File: src/design/tmbe_pkg.sv
package tmbe_pkg;

  // Tape geometry: the depth is a power of two, so the pointer wraps by masking.
  localparam int unsigned TAPE_AW    = 15;
  localparam int unsigned TAPE_DEPTH = 1 << TAPE_AW;

  // Program geometry: the instruction pointer wraps at the program depth.
  localparam int unsigned PROG_AW    = 16;
  localparam int unsigned PROG_DEPTH = 1 << PROG_AW;

  // Field widths of the channel words.
  localparam int unsigned KIND_W = 4;
  localparam int unsigned OPND_W = 16;
  localparam int unsigned BYTE_W = 8;
  localparam int unsigned IP_W   = 16;
  localparam int unsigned STAT_W = 2;

  // Result queue depth and its pointer and count widths.
  localparam int unsigned OUT_DEPTH = 3;
  localparam int unsigned OUT_PW    = 2;
  localparam int unsigned OUT_CW    = 2;

  typedef enum logic [KIND_W-1:0] {
    KIND_END      = 4'd0,
    KIND_ADD_BYTE = 4'd1,
    KIND_SUB_BYTE = 4'd2,
    KIND_ADD_PTR  = 4'd3,
    KIND_SUB_PTR  = 4'd4,
    KIND_WRITE    = 4'd5,
    KIND_READ     = 4'd6,
    KIND_JUMP_Z   = 4'd7,
    KIND_JUMP     = 4'd8
  } kind_e;

  typedef enum logic [STAT_W-1:0] {
    STAT_OK      = 2'd0,
    STAT_HALT    = 2'd1,
    STAT_UNKNOWN = 2'd2,
    STAT_PTR_OOR = 2'd3
  } status_e;

  typedef struct packed {
    logic [IP_W-1:0]   next_ip;
    logic [BYTE_W-1:0] out_byte;
    logic              out_valid;
    status_e           status;
  } result_t;

  typedef struct packed {
    logic    valid;
    result_t data;
  } push_t;

endpackage

File: src/design/tmbe_if.sv


interface tmbe_out_if import tmbe_pkg::*; ();
  logic              valid;
  logic              ready;
  logic [IP_W-1:0]   next_ip;
  logic [BYTE_W-1:0] out_byte;
  logic              out_valid;
  logic [STAT_W-1:0] status;

  modport source (output valid, output next_ip, output out_byte, output out_valid,
                  output status, input ready);
  modport sink   (input valid, input next_ip, input out_byte, input out_valid,
                  input status, output ready);
endinterface

File: src/design/tmbe_out_fifo.sv
module tmbe_out_fifo import tmbe_pkg::*; (
  input  logic              clk_i,
  input  logic              rst_ni,
  input  push_t             push_i,
  output logic [OUT_CW-1:0] count_o,
  tmbe_out_if.source        out_o
);

  result_t           mem_q [OUT_DEPTH];
  logic [OUT_PW-1:0] wr_ptr_q, wr_ptr_d;
  logic [OUT_PW-1:0] rd_ptr_q, rd_ptr_d;
  logic [OUT_CW-1:0] cnt_q, cnt_d;
  logic              pop;
  result_t           head;

  assign pop  = out_o.valid && out_o.ready;
  assign head = mem_q[rd_ptr_q];

  always_comb begin
    wr_ptr_d = wr_ptr_q;
    rd_ptr_d = rd_ptr_q;
    cnt_d    = cnt_q;
    if (push_i.valid) begin
      wr_ptr_d = (wr_ptr_q == OUT_PW'(OUT_DEPTH - 1)) ? '0 : wr_ptr_q + 1'b1;
    end
    if (pop) begin
      rd_ptr_d = (rd_ptr_q == OUT_PW'(OUT_DEPTH - 1)) ? '0 : rd_ptr_q + 1'b1;
    end
    if (push_i.valid && !pop) begin
      cnt_d = cnt_q + 1'b1;
    end else if (pop && !push_i.valid) begin
      cnt_d = cnt_q - 1'b1;
    end
  end

  always_ff @(posedge clk_i or negedge rst_ni) begin
    if (!rst_ni) begin
      wr_ptr_q <= '0;
      rd_ptr_q <= '0;
      cnt_q    <= '0;
    end else begin
      wr_ptr_q <= wr_ptr_d;
      rd_ptr_q <= rd_ptr_d;
      cnt_q    <= cnt_d;
    end
  end

  always_ff @(posedge clk_i) begin
    if (push_i.valid) begin
      mem_q[wr_ptr_q] <= push_i.data;
    end
  end

  assign count_o         = cnt_q;
  assign out_o.valid     = (cnt_q != '0);
  assign out_o.next_ip   = head.next_ip;
  assign out_o.out_byte  = head.out_byte;
  assign out_o.out_valid = head.out_valid;
  assign out_o.status    = head.status;

endmodule

File: src/flat_wrapper.sv
// flat-port wrapper written by rule: the top's interface ports become plain ports
module tmbe_out_fifo_flat import tmbe_pkg::*;
  (clk_i, rst_ni, push_i, count_o, out_o_valid, out_o_next_ip, out_o_out_byte, out_o_out_valid, out_o_status, out_o_ready);
  tmbe_out_if out_o_i ();
  input  logic clk_i;
  input  logic rst_ni;
  input  push_t push_i;
  output logic [OUT_CW-1:0] count_o;
  output wire logic [$bits(out_o_i.valid)-1:0] out_o_valid;
  output wire logic [$bits(out_o_i.next_ip)-1:0] out_o_next_ip;
  output wire logic [$bits(out_o_i.out_byte)-1:0] out_o_out_byte;
  output wire logic [$bits(out_o_i.out_valid)-1:0] out_o_out_valid;
  output wire logic [$bits(out_o_i.status)-1:0] out_o_status;
  input wire logic [$bits(out_o_i.ready)-1:0] out_o_ready;
  assign out_o_valid = out_o_i.valid;
  assign out_o_next_ip = out_o_i.next_ip;
  assign out_o_out_byte = out_o_i.out_byte;
  assign out_o_out_valid = out_o_i.out_valid;
  assign out_o_status = out_o_i.status;
  assign out_o_i.ready = out_o_ready;
  tmbe_out_fifo u_core (.clk_i(clk_i), .rst_ni(rst_ni), .push_i(push_i), .count_o(count_o), .out_o(out_o_i));
endmodule
File: config.mk
export PLATFORM = sky130hd
export DESIGN_NAME = tmbe_out_fifo_flat
export DESIGN_NICKNAME = d
export VERILOG_FILES = /design/src/design/tmbe_pkg.sv /design/src/design/tmbe_if.sv /design/src/design/tmbe_out_fifo.sv /design/src/flat_wrapper.sv
export SDC_FILE = /design/constraint.sdc
export NUM_CORES = 1
export LEC_CHECK = 0
export BUFFER_PORTS_ARGS = -buffer_cell sky130_fd_sc_hd__buf_2
export CORE_UTILIZATION = 54
export CTS_CLUSTER_SIZE = 12
export DETAILED_ROUTE_END_ITERATION = 6
export GPL_ROUTABILITY_DRIVEN = 0
export PLACE_DENSITY = 0.78
export SLEW_MARGIN = 25
export SYNTH_ARGS = -nofsm -noshare
export SYNTH_HDL_FRONTEND = slang
export SYNTH_SLANG_ARGS = --single-unit
File: constraint.sdc
create_clock -name clk_i -period 3.2 [get_ports clk_i]
set_clock_uncertainty 0.05 [all_clocks]
set_input_delay 0.64 -clock clk_i [delete_from_list [all_inputs] [get_ports clk_i]]
set_output_delay 0.64 -clock clk_i [all_outputs]
set_load 0.1 [all_outputs]
Word-level counts from Yosys, hierarchy flattened
Memories as Yosys holds them, arrays and structs flattened.
Index checks and enable logic that the tools add are counted.
{"block": "word_totals", "regBits": 6, "mem_bits_rw": 81, "inputBits": 31, "out_inout_bits": 30, "memories": 1}
{"block": "classes", "addsub": 4, "n_eq_ne": 2, "mux": 6, "reduce_logical": 7}
{"name": "u_core.mem_q", "depth": 3, "width": 27, "read_ports": 1, "rd_ports_with_merged_regs": 0, "write_ports": 1, "line": "tmbe_out_fifo.sv:9", "text": "result_t mem_q [OUT_DEPTH];"}
{"cell": "$mux 2", "n": 4}
{"cell": "$add 2x1->2 const B", "n": 3}
{"cell": "$eq 2x2->1 const B", "n": 2}
{"cell": "$reduce_bool 2->1", "n": 2}
{"cell": "$logic_and 1x1->1", "n": 3}
{"cell": "$logic_not 1->1", "n": 2}
{"cell": "$mux 1", "n": 2}
{"cell": "$sub 2x1->2 const B", "n": 1}

Logic depth before layout (Yosys ltp)
Gate-level depths: netlist of run 1.
{"block": "logic_depth", "depth_word": 5, "ltp_mapped": 5, "depth_no_buf": 5}

Least setup slack after synthesis of run 1
OpenSTA, ideal clock, no wires.
{"block": "synth_timing", "kind": "input to register", "start": "input push_i[27] (netlist bit)", "end": "memory u_core.mem_q[2][0] (netlist bit), enable pin", "setup_time_ns": 0.451, "t_arrival_ns": 2.724, "required_ns": 2.699, "slack_ns": -0.025, "cell_stages": 2, "path_buffers": 0, "cell_sequence": "inv_1 > nor3b_1"}
{"block": "synth_between", "elab_chain_cells": 2}
{"element": "from (decl)", "line": "flat_wrapper.sv:7", "text": "input push_t push_i;"}
{"element": "$mux 1", "line": "tmbe_out_fifo.sv:49", "text": "if (push_i.valid) begin"}
{"element": "$mux 1 (not written as such)", "line": "tmbe_out_fifo.sv:50", "text": "mem_q[wr_ptr_q] <= push_i.data;"}
{"element": "to (decl)", "line": "tmbe_out_fifo.sv:9"}
Every way passes these cells.

Final worst setup path of run 1
{"block": "layout_timing", "start": "register u_core.rd_ptr_q[0]", "end": "output out_o_out_valid"}
{"block": "layout_between", "elab_chain_cells": 1}
{"element": "from (decl)", "line": "tmbe_out_fifo.sv:11", "text": "logic [OUT_PW-1:0] rd_ptr_q, rd_ptr_d;"}
{"element": "from (signal assigned)", "line": "tmbe_out_fifo.sv:43", "text": "rd_ptr_q <= rd_ptr_d;"}
{"element": "$mem_v2 3x27"}
{"element": "to (decl)", "line": "flat_wrapper.sv:12", "text": "output wire logic [$bits(out_o_i.out_valid)-1:0] out_o_out_valid;"}
Every way passes these cells.

==> qor.csv, run 1 <==
stage;metric;value;unit
placement;Post-DP HPWL;3170;um
cells_and_area;most frequent cells in the layout;81 x edfxtp_1, 60 x buf_2, 29 x nand2_1;
critical_path;R2R Path Start;u_core.wr_ptr_q[0]$_DFFE_PN0P_;
route;Antenna Nets Post-Route;0;
timing;Worst-Margin Slew;0.836;ns
yosys;EDFF count, synth;81;
run;max cap viols;0;
die;total die area;6470;um2
timing;min Tclk post-route;2.82;ns
yosys;Async S/R FF share, synth;6.90;%
timing;Max-slew headroom;44.1;%
cells_and_area;area delta synth->final;15.7;%
yosys;YS warnings;0;
timing;number of setup violations in the final report;0;
die;core area;5920;um2
clocking;TritonCTS clock tree;built;
die;Core Rows;28;
timing;Max Freq;355;MHz
critical_path;CP endpoint kind;output port;
die;Initial Util;56.1;%
timing;Final TNS setup;0;ns
critical_path;Crit Path Class;register to output port;
die;Die Ht;80.4;um
yosys;synth top area cells;edfxtp_1 73%, mux2i_1 8.1%, dfrtp_1 4.5%;
route;post-DR vias/cell;5.14;
clocking;Max clock buf depth;2;
critical_path;Crit Path Max Fanout;16;
yosys;Synth area leader;edfxtp_1;
run_status;outcome;finished, final reports clean;
critical_path;reg2reg end;u_core.mem_q[1][2]$_DFFE_PP_;
clocking;Clock H-tree levels;3;
yosys;Yosys reg bits;87;
yosys;Yosys top cell area share;73.2;%
critical_path;max incr delay on CP;0.67;ns
route;First-pass DRT Iterations;4;
die;I/O pin count;61;
clocking;clk sink count;87;
grt;vias in the first global route;1660;
route;# DRC;0;
min_path;worst min-delay path class;primary input to asynchronous set/reset pin;
clocking;CTS root buf;clkbuf_8;
route;DR vias;1753;
placement;number of port buffers;60;
route;post-detailed-route wirelength per cell;15.1;um
route;Total Wirelength;5140;um
yosys;cell count after synthesis;197;
yosys;cell area after synthesis;3320;um2
critical_path;path depth of the worst reg2reg path;2;
clocking;worst-skew pair later-pin latency;0.34;ns
clocking;post-cts sizing count;0;
critical_path;R2R Setup Slk;1.55;ns
route;initial drt markers;108;
critical_path;CP max stage cell;dfrtp_2;
grt;first-pass GRT wire length;8000;um
cells_and_area;antenna diode count;0;
grt;GRT Total Usage;18.0;%
die;DIE WIDTH;80.4;um
yosys;post-synthesis sequential area ratio;77.7;%
cells_and_area;layout cell share with drive strength beyond 1;31.2;%
timing;Fin. Hold Viols;0;
yosys;post-synth net total;229;
yosys;Mapped Avg Cell Area;16.9;um2
cells_and_area;commonest non-fill, non-tap cell in the layout;edfxtp_1;
critical_path;worst path cell trace;buf_4 > mux2i_1 > o21ai_1 > buf_2;
critical_path;crit path DAT;2.13;ns
timing;pins over their slew limit;0;
clocking;postcts setup bufs;0;
cells_and_area;Final #Nets;295;
clocking;Worst-path clk slew;0.07;ns
critical_path;crit start category;register;
timing;crit share post-route;88.0;%
timing;unrepaired setup endpoints after global routing;no;
clocking;CTS Hold Bufs;0;
yosys;Synth cell types;23;
critical_path;Critical Path RT;2.51;ns
yosys;Main synth FF type;edfxtp_1;
grt;initial antenna violation count;0;
clocking;Num CTS Buffers;9;
grt;largest net degree at the start of global routing;29;
grt;GRT Residual Overflow;0;
critical_path;Crit. Startpoint;u_core.rd_ptr_q[0]$_DFFE_PN0P_;
Yosys cell counts (2+ instances only):
cell type	n
buf_2	2
buf_12	3
nand2_1	29
mux2i_1	27
a21o_1	3
clkbuf_1	2
edfxtp_1	81
xor2_1	2
buf_4	2
dfrtp_1	6
o21ai_1	27
nor2_1	2
cell type report:
type | count | area [um2]
sequential | 87 | 2580
fill | 448 | 2080
multi-input combinational | 99 | 656
timing repair buffer | 65 | 338
clock buffer | 12 | 135
tap | 75 | 93.8
clock inverter | 2 | 33.8
inverter | 1 | 3.75
metrics by stage:
stage / cell area (um2) / cells / setup WS, ns / utilization (%) / hold slack (ns)
6_report: 3840 / 341 / 0.385 / 64.9 / 0.0514
5_1_grt: 3840 / 341 / 0.253 / 64.9 / 0.0437
4_1_cts: 3840 / 341 / 0.360 / 64.9 / 0.0441
3_5_place_dp: 3680 / 327 / 0.743 / 62.1 / 0.418
3_3_place_gp: 3680 / 327 / 0.779 / 62.1 / 0.420
2_1_floorplan: 3330 / 197 / 0.0785 / - / 0.294
cells by family after synthesis:
group | count (synthesis) | synth area share (%)
adders and majority gates | 1 | 0.377
AOI/OAI and AO/OA | 32 | 5.16
xor gates and xnor gates | 3 | 0.791
DFF | 87 | 77.7
buffers and inverters | 11 | 3.24
and+or+nand+nor | 36 | 4.56
muxes | 27 | 8.14
per-layer routing:
layer	wire (um)	vias to the layer above	share of wire (%)	global-route usage (%)
met3	306	8	5.9	6.82
li1	-	863	-	-
met5	0	-	0	0
met2	2510	58	49	29.6
met4	82	0	1.6	6.79
met1	2240	824	44	21.4
how the worst max path moves through the flow:
stage | end | slack, ns | cells after the start
2_1_floorplan | u_core.mem_q[0][0]$_DFFE_PP_ | 0.08 | 2
3_3_place_gp | out_o_next_ip[0] | 0.78 | 4
3_5_place_dp | out_o_out_valid | 0.74 | 4
4_1_cts | out_o_out_valid | 0.36 | 4
5_1_grt | out_o_next_ip[14] | 0.25 | 4
6_report | out_o_out_valid | 0.38 | 4
worst max-delay path, delay by kind of cell (launching register included):
| family | cells | cell delay (ns) |
|---|---|---|
| multiplexers | 1 | 0.12 |
| AO/OA/AOI/OAI | 1 | 0.16 |
| buffers and inverters | 2 | 0.81 |
| flip-flops | 1 | 0.67 |
state kept, by name (all words and copies together) (netlist names):
register         count
u_core.mem_q        81
u_core.count_o       2
u_core.rd_ptr_q      2
u_core.wr_ptr_q      2
Power of run 1 is left out: the tool's default activity adds up to more than one toggle a clock period on the data nets, which glitch-free logic cannot reach.
==> inputs of run 2 (changes only) <==
Settings changed: CORE_MARGIN set to 2.
==> run 2 against run 1 <==
  * Non-clock buffer count fell by 2
  * Critical path type unchanged
  * Clock-buffer cell count fell by 3
  * Hold slack improved by 0.00088 ns
  * Worst setup slack got worse by 0.034 ns
  * First-iteration DRC count rose by 9.3%
  * Die area rose by 5.0%
  * Maximum frequency fell by 1.2%
  * Via count rose by 1.2%
  * Final cell count did not move
  * Largest cell class unchanged
  * Final area rose by 1.1%
  * Global-route usage fell by 1.1 points
==> qor.csv, run 2 (synthesis results as in run 1) <==
stage;metric;value;unit
run_status;outcome;finished, final reports clean;
placement;number of port buffers;60;
die;total die area;6790;um2
clocking;Num CTS Buffers;9;
timing;Max-slew headroom;37.7;%
clocking;Max clock buf depth;2;
route;initial drt markers;118;
route;post-detailed-route wirelength per cell;14.7;um
clocking;postcts setup bufs;0;
cells_and_area;most frequent cells in the layout;81 x edfxtp_1, 60 x buf_2, 29 x nand2_1;
placement;setup slack at placement;0.692;ns
clocking;post-cts sizing count;0;
clocking;Worst-path clk slew;0.09;ns
grt;largest net degree at the start of global routing;58;
die;Initial Util;56.1;%
route;First-pass DRT Iterations;5;
timing;Max Freq;351;MHz
critical_path;worst path cell trace;mux2i_1 > o21ai_1 > buf_2;
grt;first-pass GRT wire length;8000;um
cells_and_area;Final #Nets;293;
critical_path;path depth of the worst reg2reg path;2;
critical_path;max incr delay on CP;0.98;ns
critical_path;Critical Path RT;2.51;ns
timing;number of setup violations in the final report;0;
timing;Worst-Margin Slew;0.935;ns
cells_and_area;max FFs per register;81;
cells_and_area;antenna diode count;0;
die;I/O pin count;61;
timing;pins over their slew limit;0;
min_path;worst min-delay path class;primary input to asynchronous set/reset pin;
cells_and_area;commonest non-fill, non-tap cell in the layout;edfxtp_1;
route;Antenna Nets Post-Route;0;
critical_path;R2R Path Start;u_core.wr_ptr_q[0]$_DFFE_PN0P_;
clocking;Clock H-tree levels;3;
critical_path;R2R Setup Slk;1.57;ns
die;DIE WIDTH;82.4;um
cells_and_area;area delta synth->final;17.1;%
critical_path;Crit Path Max Fanout;30;
critical_path;CP max stage cell;dfrtp_2;
clocking;TritonCTS clock tree;built;
cells_and_area;Top reg by flops;u_core.mem_q;
grt;GRT Residual Overflow;0;
timing;Hold Worst Slack;0.0522;ns
die;core area;5920;um2
run;max cap viols;0;
clocking;clk sink count;87;
cells_and_area;Fill cells;435;
clocking;worst-skew pair later-pin latency;0.34;ns
timing;final setup margin;0.350;ns
grt;vias in the first global route;1728;
die;Core Rows;28;
critical_path;Crit Path Class;register to output port;
timing;Fin. Hold Viols;0;
route;DR vias;1774;
timing;Final TNS setup;0;ns
critical_path;crit start category;register;
route;post-DR vias/cell;5.20;
clocking;CTS root buf;clkbuf_8;
grt;initial antenna violation count;0;
route;Total Wirelength;5000;um
timing;min Tclk post-route;2.85;ns
route;# DRC;0;
critical_path;CP endpoint kind;output port;
grt;GRT Total Usage;16.9;%
placement;Post-DP HPWL;3010;um
die;Die Ht;82.4;um
timing;crit share post-route;89.1;%
clocking;CTS Hold Bufs;0;
cells_and_area;layout cell share with drive strength beyond 1;32.7;%
timing;unrepaired setup endpoints after global routing;no;
critical_path;crit path DAT;2.16;ns
critical_path;reg2reg end;u_core.mem_q[1][26]$_DFFE_PP_;
[run 2: cell count changes in the layout (fill, tap and decap cells not counted), sizes merged]
cell | previous run | this run
buf | 65 | 63
clkbuf | 12 | 9
inv | 1 | 4
clkinv | 1 | 2
bufinv | 1 | 2
[run 2: how the worst max path moves through the flow]
| stage | from | end | cells past startpoint |
|---|---|---|---|
| 2_1_floorplan | push_i[27] | u_core.mem_q[0][0]$_DFFE_PP_ | 2 |
| 3_3_place_gp | u_core.rd_ptr_q[0]$_DFFE_PN0P_ | out_o_next_ip[9] | 3 |
| 3_5_place_dp | u_core.rd_ptr_q[0]$_DFFE_PN0P_ | out_o_out_byte[1] | 3 |
| 4_1_cts | u_core.rd_ptr_q[0]$_DFFE_PN0P_ | out_o_out_byte[1] | 3 |
| 5_1_grt | u_core.rd_ptr_q[0]$_DFFE_PN0P_ | out_o_next_ip[6] | 3 |
| 6_report | u_core.rd_ptr_q[0]$_DFFE_PN0P_ | out_o_out_byte[1] | 3 |
[run 2: worst max-delay path: cells and delay by family, from the launching register on]
kind | cells | cell delay (ns)
flip-flops | 1 | 0.98
AO/OA/AOI/OAI | 1 | 0.17
multiplexers | 1 | 0.21
buffers and inverters | 1 | 0.45
[run 2: per-stage QoR]
| stage | instance area [um2] | cells | utilization, % |
|---|---|---|---|
| 2_1_floorplan | 3330 | 197 | - |
| 3_3_place_gp | 3660 | 325 | 61.8 |
| 3_5_place_dp | 3660 | 325 | 61.8 |
| 4_1_cts | 3890 | 341 | 65.7 |
| 5_1_grt | 3890 | 341 | 65.7 |
| 6_report | 3890 | 341 | 65.7 |
[run 2: layout make-up]
type | count | area, um2 | area share [%]
repair buffers | 63 | 323 | 8.30
clock buffers | 9 | 124 | 3.19
multi-input cells | 99 | 656 | 16.9
well taps | 75 | 93.8 | 2.41
inverters | 1 | 3.75 | 0.0965
clock inverters | 7 | 104 | 2.67
flip-flops and latches | 87 | 2580 | 66.5
[run 2: metal layers]
layer | global-route usage (%) | wire, um | share of wire (%) | vias up
li1 | - | - | - | 863
met1 | 20.3 | 2160 | 43 | 849
met4 | 10.0 | 51 | 1.0 | 0
met2 | 27.9 | 2500 | 50 | 57
met3 | 3.80 | 296 | 5.9 | 5
met5 | 0 | 0 | 0 | -
Power of run 2 is left out for the same reason.
